==> config.mk <==
export PLATFORM = sky130hd
export DESIGN_NAME = ppm_decode_quad_mixer_top
export DESIGN_NICKNAME = d
export VERILOG_FILES = /design/src/hdl/pdqm_pkg.sv /design/src/hdl/ppm_decode_quad_mixer_top.sv
export SDC_FILE = /design/constraint.sdc
export NUM_CORES = 2
export LEC_CHECK = 0
export CAP_MARGIN = 20
export CORE_MARGIN = 3
export CORE_UTILIZATION = 65
export CTS_CLUSTER_SIZE = 40
export DETAILED_ROUTE_END_ITERATION = 10
export DONT_BUFFER_PORTS = 1
export PLACE_DENSITY = 0.81
export SLEW_MARGIN = 20
export SYNTH_ARGS = -nofsm -noshare
export SYNTH_HDL_FRONTEND = slang
export SYNTH_SLANG_ARGS = --single-unit
==> constraint.sdc <==
create_clock -name clk -period 25.7 [get_ports clk]
set_clock_uncertainty 0.1 [all_clocks]
set_input_delay 3.855 -clock clk [delete_from_list [all_inputs] [get_ports clk]]
set_output_delay 3.855 -clock clk [all_outputs]
set_load 0.02 [all_outputs]
==> src/hdl/pdqm_pkg.sv <==
// Shared constants, register indexes and the motor saturation function for the
// PPM decoder with quad-X mixer. No dependencies; imported by the top level.
package pdqm_pkg;

    // Number of PPM channels held in the width store.
    localparam int CHANNELS      = 9;
    localparam int CH_CNT_W      = $clog2(CHANNELS + 1);
    localparam int STORE_IDX_W   = $clog2(CHANNELS);

    // Field widths.
    localparam int TICK_W        = 16;
    localparam int CHAN_W        = 4;
    localparam int SCALE_W       = 8;
    localparam int MIX_W         = 19;
    localparam int PROD_W        = MIX_W + SCALE_W + 1;

    // Configuration port.
    localparam int CFG_IDX_W     = 3;
    localparam int CFG_DATA_W    = 16;

    localparam logic [CFG_IDX_W-1:0] REG_SYNC_GAP      = 3'd0;
    localparam logic [CFG_IDX_W-1:0] REG_STICK_CENTER  = 3'd1;
    localparam logic [CFG_IDX_W-1:0] REG_PWM_SCALE     = 3'd2;
    localparam logic [CFG_IDX_W-1:0] REG_ARM_STICK_MAX = 3'd3;
    localparam logic [CFG_IDX_W-1:0] REG_ARM_YAW_MIN   = 3'd4;

    // Register reset values.
    localparam logic [TICK_W-1:0]  SYNC_GAP_RST      = 16'd1000;
    localparam logic [TICK_W-1:0]  STICK_CENTER_RST  = 16'd300;
    localparam logic [SCALE_W-1:0] PWM_SCALE_RST     = 8'd5;
    localparam logic [TICK_W-1:0]  ARM_STICK_MAX_RST = 16'd205;
    localparam logic [TICK_W-1:0]  ARM_YAW_MIN_RST   = 16'd395;

    // Output packing: tdata width rounded up to whole bytes.
    localparam int OUT_BITS      = CHAN_W + TICK_W + 2 + 4 * TICK_W;
    localparam int OUT_DATA_W    = ((OUT_BITS + 7) / 8) * 8;

    typedef logic [TICK_W-1:0] tick_t;
    typedef logic signed [MIX_W-1:0] mix_t;

    // Scale a signed mixed value and clamp the result to 0..65535.
    function automatic tick_t sat_motor(input mix_t mix, input logic [SCALE_W-1:0] scale);
        logic signed [PROD_W-1:0] mix_ext;
        logic signed [PROD_W-1:0] scale_ext;
        logic signed [PROD_W-1:0] prod;
        tick_t                    res;
        mix_ext   = $signed({{(PROD_W-MIX_W){mix[MIX_W-1]}}, mix});
        scale_ext = $signed({{(PROD_W-SCALE_W){1'b0}}, scale});
        prod      = mix_ext * scale_ext;
        if (prod < 0)
        begin
            res = '0;
        end
        else if (prod > $signed({{(PROD_W-TICK_W){1'b0}}, {TICK_W{1'b1}}}))
        begin
            res = '1;
        end
        else
        begin
            res = prod[TICK_W-1:0];
        end
        return res;
    endfunction

endpackage

==> src/hdl/ppm_decode_quad_mixer_top.sv <==
// PPM decoder with quad-X motor mixer, top level.
// Depends on pdqm_pkg for constants, register indexes and the saturation function.
//
// Usage:
//   s_* carries one capture edge per transaction: s_tdata[15:0] holds the timer
//   ticks since the previous edge. m_* returns one result per edge: m_tuser is the
//   captured flag, m_tdata packs channel, width, sync_ok, armed and the four motor
//   compares. cfg_* writes one register per transaction (index, data); it is
//   always ready and must only be used while no edge is in flight.
//   m_tvalid is driven by the output register, so each result passes two
//   registers: the first holds the decoder state update, the second holds the
//   mixer output, which is one adder tree and one 19x8 multiply per motor.
//   Throughput is one edge per cycle while the receiver is ready. When the
//   receiver stalls, the output register and the decode stage both fill, and
//   s_tready drops after the second held edge; no result is lost or repeated.
//   Reset clears sync, edge phase, channel index and the channel widths, and sets
//   the configuration registers to their defaults; no clearing pass is needed.
module ppm_decode_quad_mixer_top
    import pdqm_pkg::*;
(
    input  logic                   clk,
    input  logic                   rst_n,
    // Capture edge input; tdata: interval_ticks[15:0].
    input  logic                   s_tvalid,
    output logic                   s_tready,
    input  logic [TICK_W-1:0]      s_tdata,
    // Result output; tdata: channel[3:0], width[19:4], sync_ok[20], armed[21],
    // motor_one[37:22], motor_two[53:38], motor_three[69:54], motor_four[85:70], zero pad.
    output logic                   m_tvalid,
    input  logic                   m_tready,
    output logic [OUT_DATA_W-1:0]  m_tdata,
    // tuser: captured.
    output logic                   m_tuser,
    // Configuration write channel.
    input  logic                   cfg_valid,
    output logic                   cfg_ready,
    input  logic [CFG_IDX_W-1:0]   cfg_index,
    input  logic [CFG_DATA_W-1:0]  cfg_data
);

    // Configuration registers.
    tick_t               sync_gap_reg;
    tick_t               stick_center_reg;
    logic [SCALE_W-1:0]  pwm_scale_reg;
    tick_t               arm_stick_max_reg;
    tick_t               arm_yaw_min_reg;

    // Decoder state.
    logic                synced_reg;
    logic                synced_next;
    logic                edge_phase_reg;
    logic                edge_phase_next;
    logic [CH_CNT_W-1:0] channel_index_reg;
    logic [CH_CNT_W-1:0] channel_index_next;
    tick_t               channel_store_reg [CHANNELS];
    logic                store_we;

    // Decode stage result.
    logic                s1_valid_reg;
    logic                s1_captured_reg;
    logic                s1_captured_next;
    logic [CHAN_W-1:0]   s1_channel_reg;
    logic [CHAN_W-1:0]   s1_channel_next;
    tick_t               s1_width_reg;
    tick_t               s1_width_next;
    logic                s1_synced_reg;

    // Output stage.
    logic                out_valid_reg;
    logic                out_captured_reg;
    logic [CHAN_W-1:0]   out_channel_reg;
    tick_t               out_width_reg;
    logic                out_synced_reg;
    logic                out_armed_reg;
    tick_t               out_motor_reg [4];
    logic                armed_next;
    tick_t               motor_next [4];

    logic                in_accept;
    logic                out_load;
    mix_t                center_val;
    mix_t                roll_val;
    mix_t                pitch_val;
    mix_t                thr_val;
    mix_t                yaw_val;

    // Handshake control: the decode stage moves on when the output register is free.
    assign out_load  = s1_valid_reg && (!out_valid_reg || m_tready);
    assign s_tready  = !s1_valid_reg || out_load;
    assign in_accept = s_tvalid && s_tready;
    assign cfg_ready = 1'b1;

    // Configuration register writes; unknown indexes are ignored.
    always_ff @(posedge clk or negedge rst_n)
    begin
        if (!rst_n)
        begin
            sync_gap_reg      <= SYNC_GAP_RST;
            stick_center_reg  <= STICK_CENTER_RST;
            pwm_scale_reg     <= PWM_SCALE_RST;
            arm_stick_max_reg <= ARM_STICK_MAX_RST;
            arm_yaw_min_reg   <= ARM_YAW_MIN_RST;
        end
        else if (cfg_valid && cfg_ready)
        begin
            case (cfg_index)
                REG_SYNC_GAP:      sync_gap_reg      <= cfg_data;
                REG_STICK_CENTER:  stick_center_reg  <= cfg_data;
                REG_PWM_SCALE:     pwm_scale_reg     <= cfg_data[SCALE_W-1:0];
                REG_ARM_STICK_MAX: arm_stick_max_reg <= cfg_data;
                REG_ARM_YAW_MIN:   arm_yaw_min_reg   <= cfg_data;
                default:           ;
            endcase
        end
    end

    // Edge decoding: restart/measure alternation, sync search, channel capture and frame wrap.
    always_comb
    begin
        synced_next        = synced_reg;
        edge_phase_next    = edge_phase_reg;
        channel_index_next = channel_index_reg;
        store_we           = 1'b0;
        s1_captured_next   = 1'b0;
        s1_channel_next    = '0;
        s1_width_next      = '0;
        if (!synced_reg)
        begin
            edge_phase_next = !edge_phase_reg;
            if (edge_phase_reg && (s_tdata > sync_gap_reg))
            begin
                synced_next = 1'b1;
            end
        end
        else if (channel_index_reg < CH_CNT_W'(CHANNELS))
        begin
            edge_phase_next = !edge_phase_reg;
            if (edge_phase_reg)
            begin
                store_we           = 1'b1;
                s1_captured_next   = 1'b1;
                s1_channel_next    = CHAN_W'(channel_index_reg);
                s1_width_next      = s_tdata;
                channel_index_next = channel_index_reg + CH_CNT_W'(1);
            end
        end
        else
        begin
            // Frame wrap: the index returns to zero and nothing is stored.
            channel_index_next = '0;
        end
    end

    // Decoder state and channel width store.
    always_ff @(posedge clk or negedge rst_n)
    begin
        if (!rst_n)
        begin
            synced_reg        <= 1'b0;
            edge_phase_reg    <= 1'b0;
            channel_index_reg <= '0;
            for (int k = 0; k < CHANNELS; k++)
            begin
                channel_store_reg[k] <= '0;
            end
        end
        else if (in_accept)
        begin
            synced_reg        <= synced_next;
            edge_phase_reg    <= edge_phase_next;
            channel_index_reg <= channel_index_next;
            if (store_we)
            begin
                channel_store_reg[channel_index_reg[STORE_IDX_W-1:0]] <= s_tdata;
            end
        end
    end

    // Decode stage valid flag.
    always_ff @(posedge clk or negedge rst_n)
    begin
        if (!rst_n)
        begin
            s1_valid_reg <= 1'b0;
        end
        else if (in_accept)
        begin
            s1_valid_reg <= 1'b1;
        end
        else if (out_load)
        begin
            s1_valid_reg <= 1'b0;
        end
    end

    // Decode stage payload.
    always_ff @(posedge clk)
    begin
        if (in_accept)
        begin
            s1_captured_reg <= s1_captured_next;
            s1_channel_reg  <= s1_channel_next;
            s1_width_reg    <= s1_width_next;
            s1_synced_reg   <= synced_next;
        end
    end

    // Mixer and arming check, read from the store as left by the decode stage item.
    always_comb
    begin
        center_val = $signed({3'b000, stick_center_reg});
        roll_val   = $signed({3'b000, channel_store_reg[0]}) - center_val;
        pitch_val  = $signed({3'b000, channel_store_reg[1]}) - center_val;
        thr_val    = $signed({3'b000, channel_store_reg[2]});
        yaw_val    = $signed({3'b000, channel_store_reg[3]}) - center_val;
        motor_next[0] = sat_motor(roll_val - pitch_val + thr_val + yaw_val, pwm_scale_reg);
        motor_next[1] = sat_motor(roll_val + pitch_val + thr_val - yaw_val, pwm_scale_reg);
        motor_next[2] = sat_motor(thr_val - roll_val - pitch_val - yaw_val, pwm_scale_reg);
        motor_next[3] = sat_motor(thr_val - roll_val + pitch_val + yaw_val, pwm_scale_reg);
        armed_next = (channel_store_reg[0] <= arm_stick_max_reg) &&
                     (channel_store_reg[1] <= arm_stick_max_reg) &&
                     (channel_store_reg[2] <= arm_stick_max_reg) &&
                     (channel_store_reg[3] >= arm_yaw_min_reg);
    end

    // Output register valid flag.
    always_ff @(posedge clk or negedge rst_n)
    begin
        if (!rst_n)
        begin
            out_valid_reg <= 1'b0;
        end
        else if (out_load)
        begin
            out_valid_reg <= 1'b1;
        end
        else if (m_tready)
        begin
            out_valid_reg <= 1'b0;
        end
    end

    // Output register payload.
    always_ff @(posedge clk)
    begin
        if (out_load)
        begin
            out_captured_reg <= s1_captured_reg;
            out_channel_reg  <= s1_channel_reg;
            out_width_reg    <= s1_width_reg;
            out_synced_reg   <= s1_synced_reg;
            out_armed_reg    <= armed_next;
            for (int k = 0; k < 4; k++)
            begin
                out_motor_reg[k] <= motor_next[k];
            end
        end
    end

    // Output packing.
    assign m_tvalid = out_valid_reg;
    assign m_tuser  = out_captured_reg;
    assign m_tdata  = OUT_DATA_W'({out_motor_reg[3], out_motor_reg[2], out_motor_reg[1],
                                   out_motor_reg[0], out_armed_reg, out_synced_reg,
                                   out_width_reg, out_channel_reg});

`ifndef ASSERT_OFF
    // The channel index never passes the wrap value.
    a_index_range: assert property (@(posedge clk) disable iff (!rst_n)
        channel_index_reg <= CH_CNT_W'(CHANNELS))
        else $error("channel index beyond channel count");

    // Sync, once found, is never lost.
    a_sync_sticky: assert property (@(posedge clk) disable iff (!rst_n)
        synced_reg |=> synced_reg)
        else $error("sync flag cleared");

    // A captured result always reports sync.
    a_capture_synced: assert property (@(posedge clk) disable iff (!rst_n)
        (m_tvalid && m_tuser) |-> m_tdata[CHAN_W + TICK_W])
        else $error("capture reported without sync");

    // Input back-pressure only when both stages hold data and the receiver stalls.
    a_ready_cause: assert property (@(posedge clk) disable iff (!rst_n)
        !s_tready |-> (s1_valid_reg && m_tvalid && !m_tready))
        else $error("input stalled without a full pipeline");
`endif

endmodule

==> impl_metrics.csv <==
group,metric,value,unit
outcome,status,"finished, final reports clean",
cts,h-tree-depth,1,
logic_synthesis,ys_warn_count,0,
floorplan,core_area,63500,um2
worst_setup_path,r2r-end,"out_motor_reg[2][12]",
global_route,grt_pass1_wl,163,mm
worst_setup_path,critPathRequiredTime,25.91,ns
routing,drt-vias-per-instance,5.88,
placement,io_buffer_count,0,
logic_synthesis,synth-seq-cells,253,
cts,clkLatencyLatePin,0.61,ns
worst_hold_path,hold_depth,0,
cts,cts-buffers-inserted,29,
floorplan,die_area,67900,um2
cts,cts_sinks,253,
worst_setup_path,critPathArrivalTime,12.86,ns
finish,antenna_cells,0,
routing,routedWlPerCell,18.3,um
floorplan,io_pins,132,
cts,cts_tree,"built",
worst_setup_path,r2r-start,"stick_center_reg[1]",
logic_synthesis,synth-async-reset-ratio,56.9,%
global_route,grt_max_degree,145,
cts,cts_hold_buffers,0,
finish,most-common-layout-cells,"inv_1 (890), fa_1 (580), ha_1 (451), nand2_1 (386), and2_1 (350)",
routing,finalWirelength,98.7,mm
timing,rsz0062_at_grt,"false",
timing,final_hold_viol_count,0,
timing,worst_pin_slew,1.06,ns
cts,cts.path.max_buffers,3,
timing,relSlewSlack,28.6,%
floorplan,die_w,261,um
routing,drc,0,
logic_synthesis,post_synth_instance_area,42100,um2
cts,cts_resized,0,
finish,layout_commonest_cell,"inv_1",
cts,cts.clk_slew.worst_paths,0.06,ns
timing,finalWorstPathRequiredPeriod,12.65,ns
worst_hold_path,hp-class,"register to register",
finish,synthToLayoutAreaGrowth,4.34,%
worst_setup_path,ff2ff_setup_slack,13.05,ns
worst_setup_path,end_kind,"register",
logic_synthesis,ys_types,86,
global_route,globalRouteOverflowTotal,0,
routing,postRouteAntennaNets,0,
global_route,track_usage,29.8,%
floorplan,placementRows,92,
worst_hold_path,whs_endpoint,"out_width_reg[3]",
logic_synthesis,syn_inst,4592,
timing,fin_crit_sh,49.2,%
floorplan,initial_core_util,66.3,%
logic_synthesis,synth_ff_type,"dfrtp_1",
worst_setup_path,max_stage_delay,0.75,ns
logic_synthesis,synth_edf_count,109,
worst_setup_path,crit_path_start_kind,"register",
floorplan,die_h,261,um
cts,post_cts_buffers,0,
timing,drv_slew,0,
logic_synthesis,syn_avg_cell_area,9.17,um2
worst_hold_path,min_from,"s1_width_reg[3]",
finish,design_area,44000,um2
cts,root_buffer,"clkbuf_16",
worst_setup_path,cp_max_fo,16,
timing,fin_setup_tns,0,ns
finish,fin_nets,5584,
placement,placed_area,42800,um2
placement,post-dp-hpwl,78.5,mm
timing,fmax,79.0,MHz
worst_setup_path,r2r_cells,40,
global_route,antenna_found_initial,0,
run,max_cap_violations,0,
global_route,grt_pass1_vias,32800,
placement,gp_routability_congestion,0.965,
timing,setup_viol,0,
finish,layout-drive-gt1-share,5.18,%
routing,drtIter0Drc,2351,
routing,vias,31600,
logic_synthesis,ys_seq_area_share,16.4,%
worst_setup_path,slowest_stage,"nor4_4",
worst_setup_path,worst-setup-path-type,"register to register",
routing,firstDrtPassIters,6,
cells by family (layout without fill, tap and decap cells):
group                      Yosys count  count (layout)  share of synthesized area, %
AOI/OAI and AO/OA                  732             732                          11.4
muxes                              102             102                          2.69
buffers and inverters             1025             968                          9.25
other                                2               3                        0.0178
xor gates and xnor gates           194             194                          4.03
adders and majority gates         1033            1033                          41.0
and+or+nand+nor                   1251            1251                          15.3
DFF                                253             253                          16.4
layout make-up:
cell class	count	area [um2]
multi-input combinational	3315	31400
sequential	253	6910
tap	846	1060
clock buffer	37	828
inverter	891	3340
timing repair buffer	23	193
clock inverter	17	249
fill	4892	19600
worst max path at each step:
stage / startpoint / endpoint / slack (ns) / cells after the start
2_1_floorplan: stick_center_reg[1] / out_motor_reg[3][15] / 14.84 / 46
3_3_place_gp: stick_center_reg[1] / out_motor_reg[2][8] / 13.56 / 40
3_5_place_dp: channel_store_reg[80] / out_motor_reg[1][10] / 13.17 / 39
4_1_cts: channel_store_reg[80] / out_motor_reg[1][10] / 13.16 / 39
5_1_grt: channel_store_reg[128] / out_motor_reg[3][10] / 12.24 / 44
6_report: stick_center_reg[1] / out_motor_reg[2][12] / 13.05 / 40
critical path: cells and delay by family (launching register included):
| family | cells | cell delay (ns) |
|---|---|---|
| AOI/OAI and AO/OA | 14 | 3.88 |
| xor gates and xnor gates | 3 | 0.60 |
| adders and majority gates | 10 | 4.33 |
| buffers and inverters | 5 | 0.44 |
| DFF | 1 | 0.40 |
| and+or+nand+nor | 8 | 2.59 |
synthesized netlist by cell type (47+ instances only):
cell type	n	area share, %
nand3_1	60	0.71
nand2_1	386	3.4
a21oi_1	189	2.2
mux2_2	88	2.4
inv_1	890	7.9
dfrtp_1	122	7.2
nand2b_1	47	0.70
edfxtp_1	109	7.8
nor3_1	75	0.89
clkbuf_1	120	1.1
and2_1	351	5.2
o21a_1	76	1.4
nor2_1	138	1.2
xnor2_1	129	2.7
ha_1	451	13
a21o_1	78	1.4
o21ai_0	157	1.9
xor2_1	65	1.4
fa_1	580	28
nor2b_1	49	0.73
layer usage:
metal / vias to the layer above / routed length, um / track usage [%]
li1: 14700 / - / -
met2: 1035 / 47300 / 50.5
met3: 189 / 6760 / 4.78
met1: 15700 / 41100 / 39.2
met4: 0 / 3490 / 10.0
met5: - / 0 / 0
metrics by stage:
step                      instances  hold WS, ns  utilization [%]  setup WS, ns
after global placement         5327        0.302             67.4         13.56
after detailed placement       5327        0.306             67.4         13.17
after CTS                      5381        0.314             69.1         13.16
after global routing           5382        0.323             69.2         12.24
after floorplan                4593        0.300                -         14.84
final                          5382        0.315             69.2         13.05
Power is left out: the tool's default activity adds up to more than one toggle a clock period on the data nets, which glitch-free logic cannot reach.
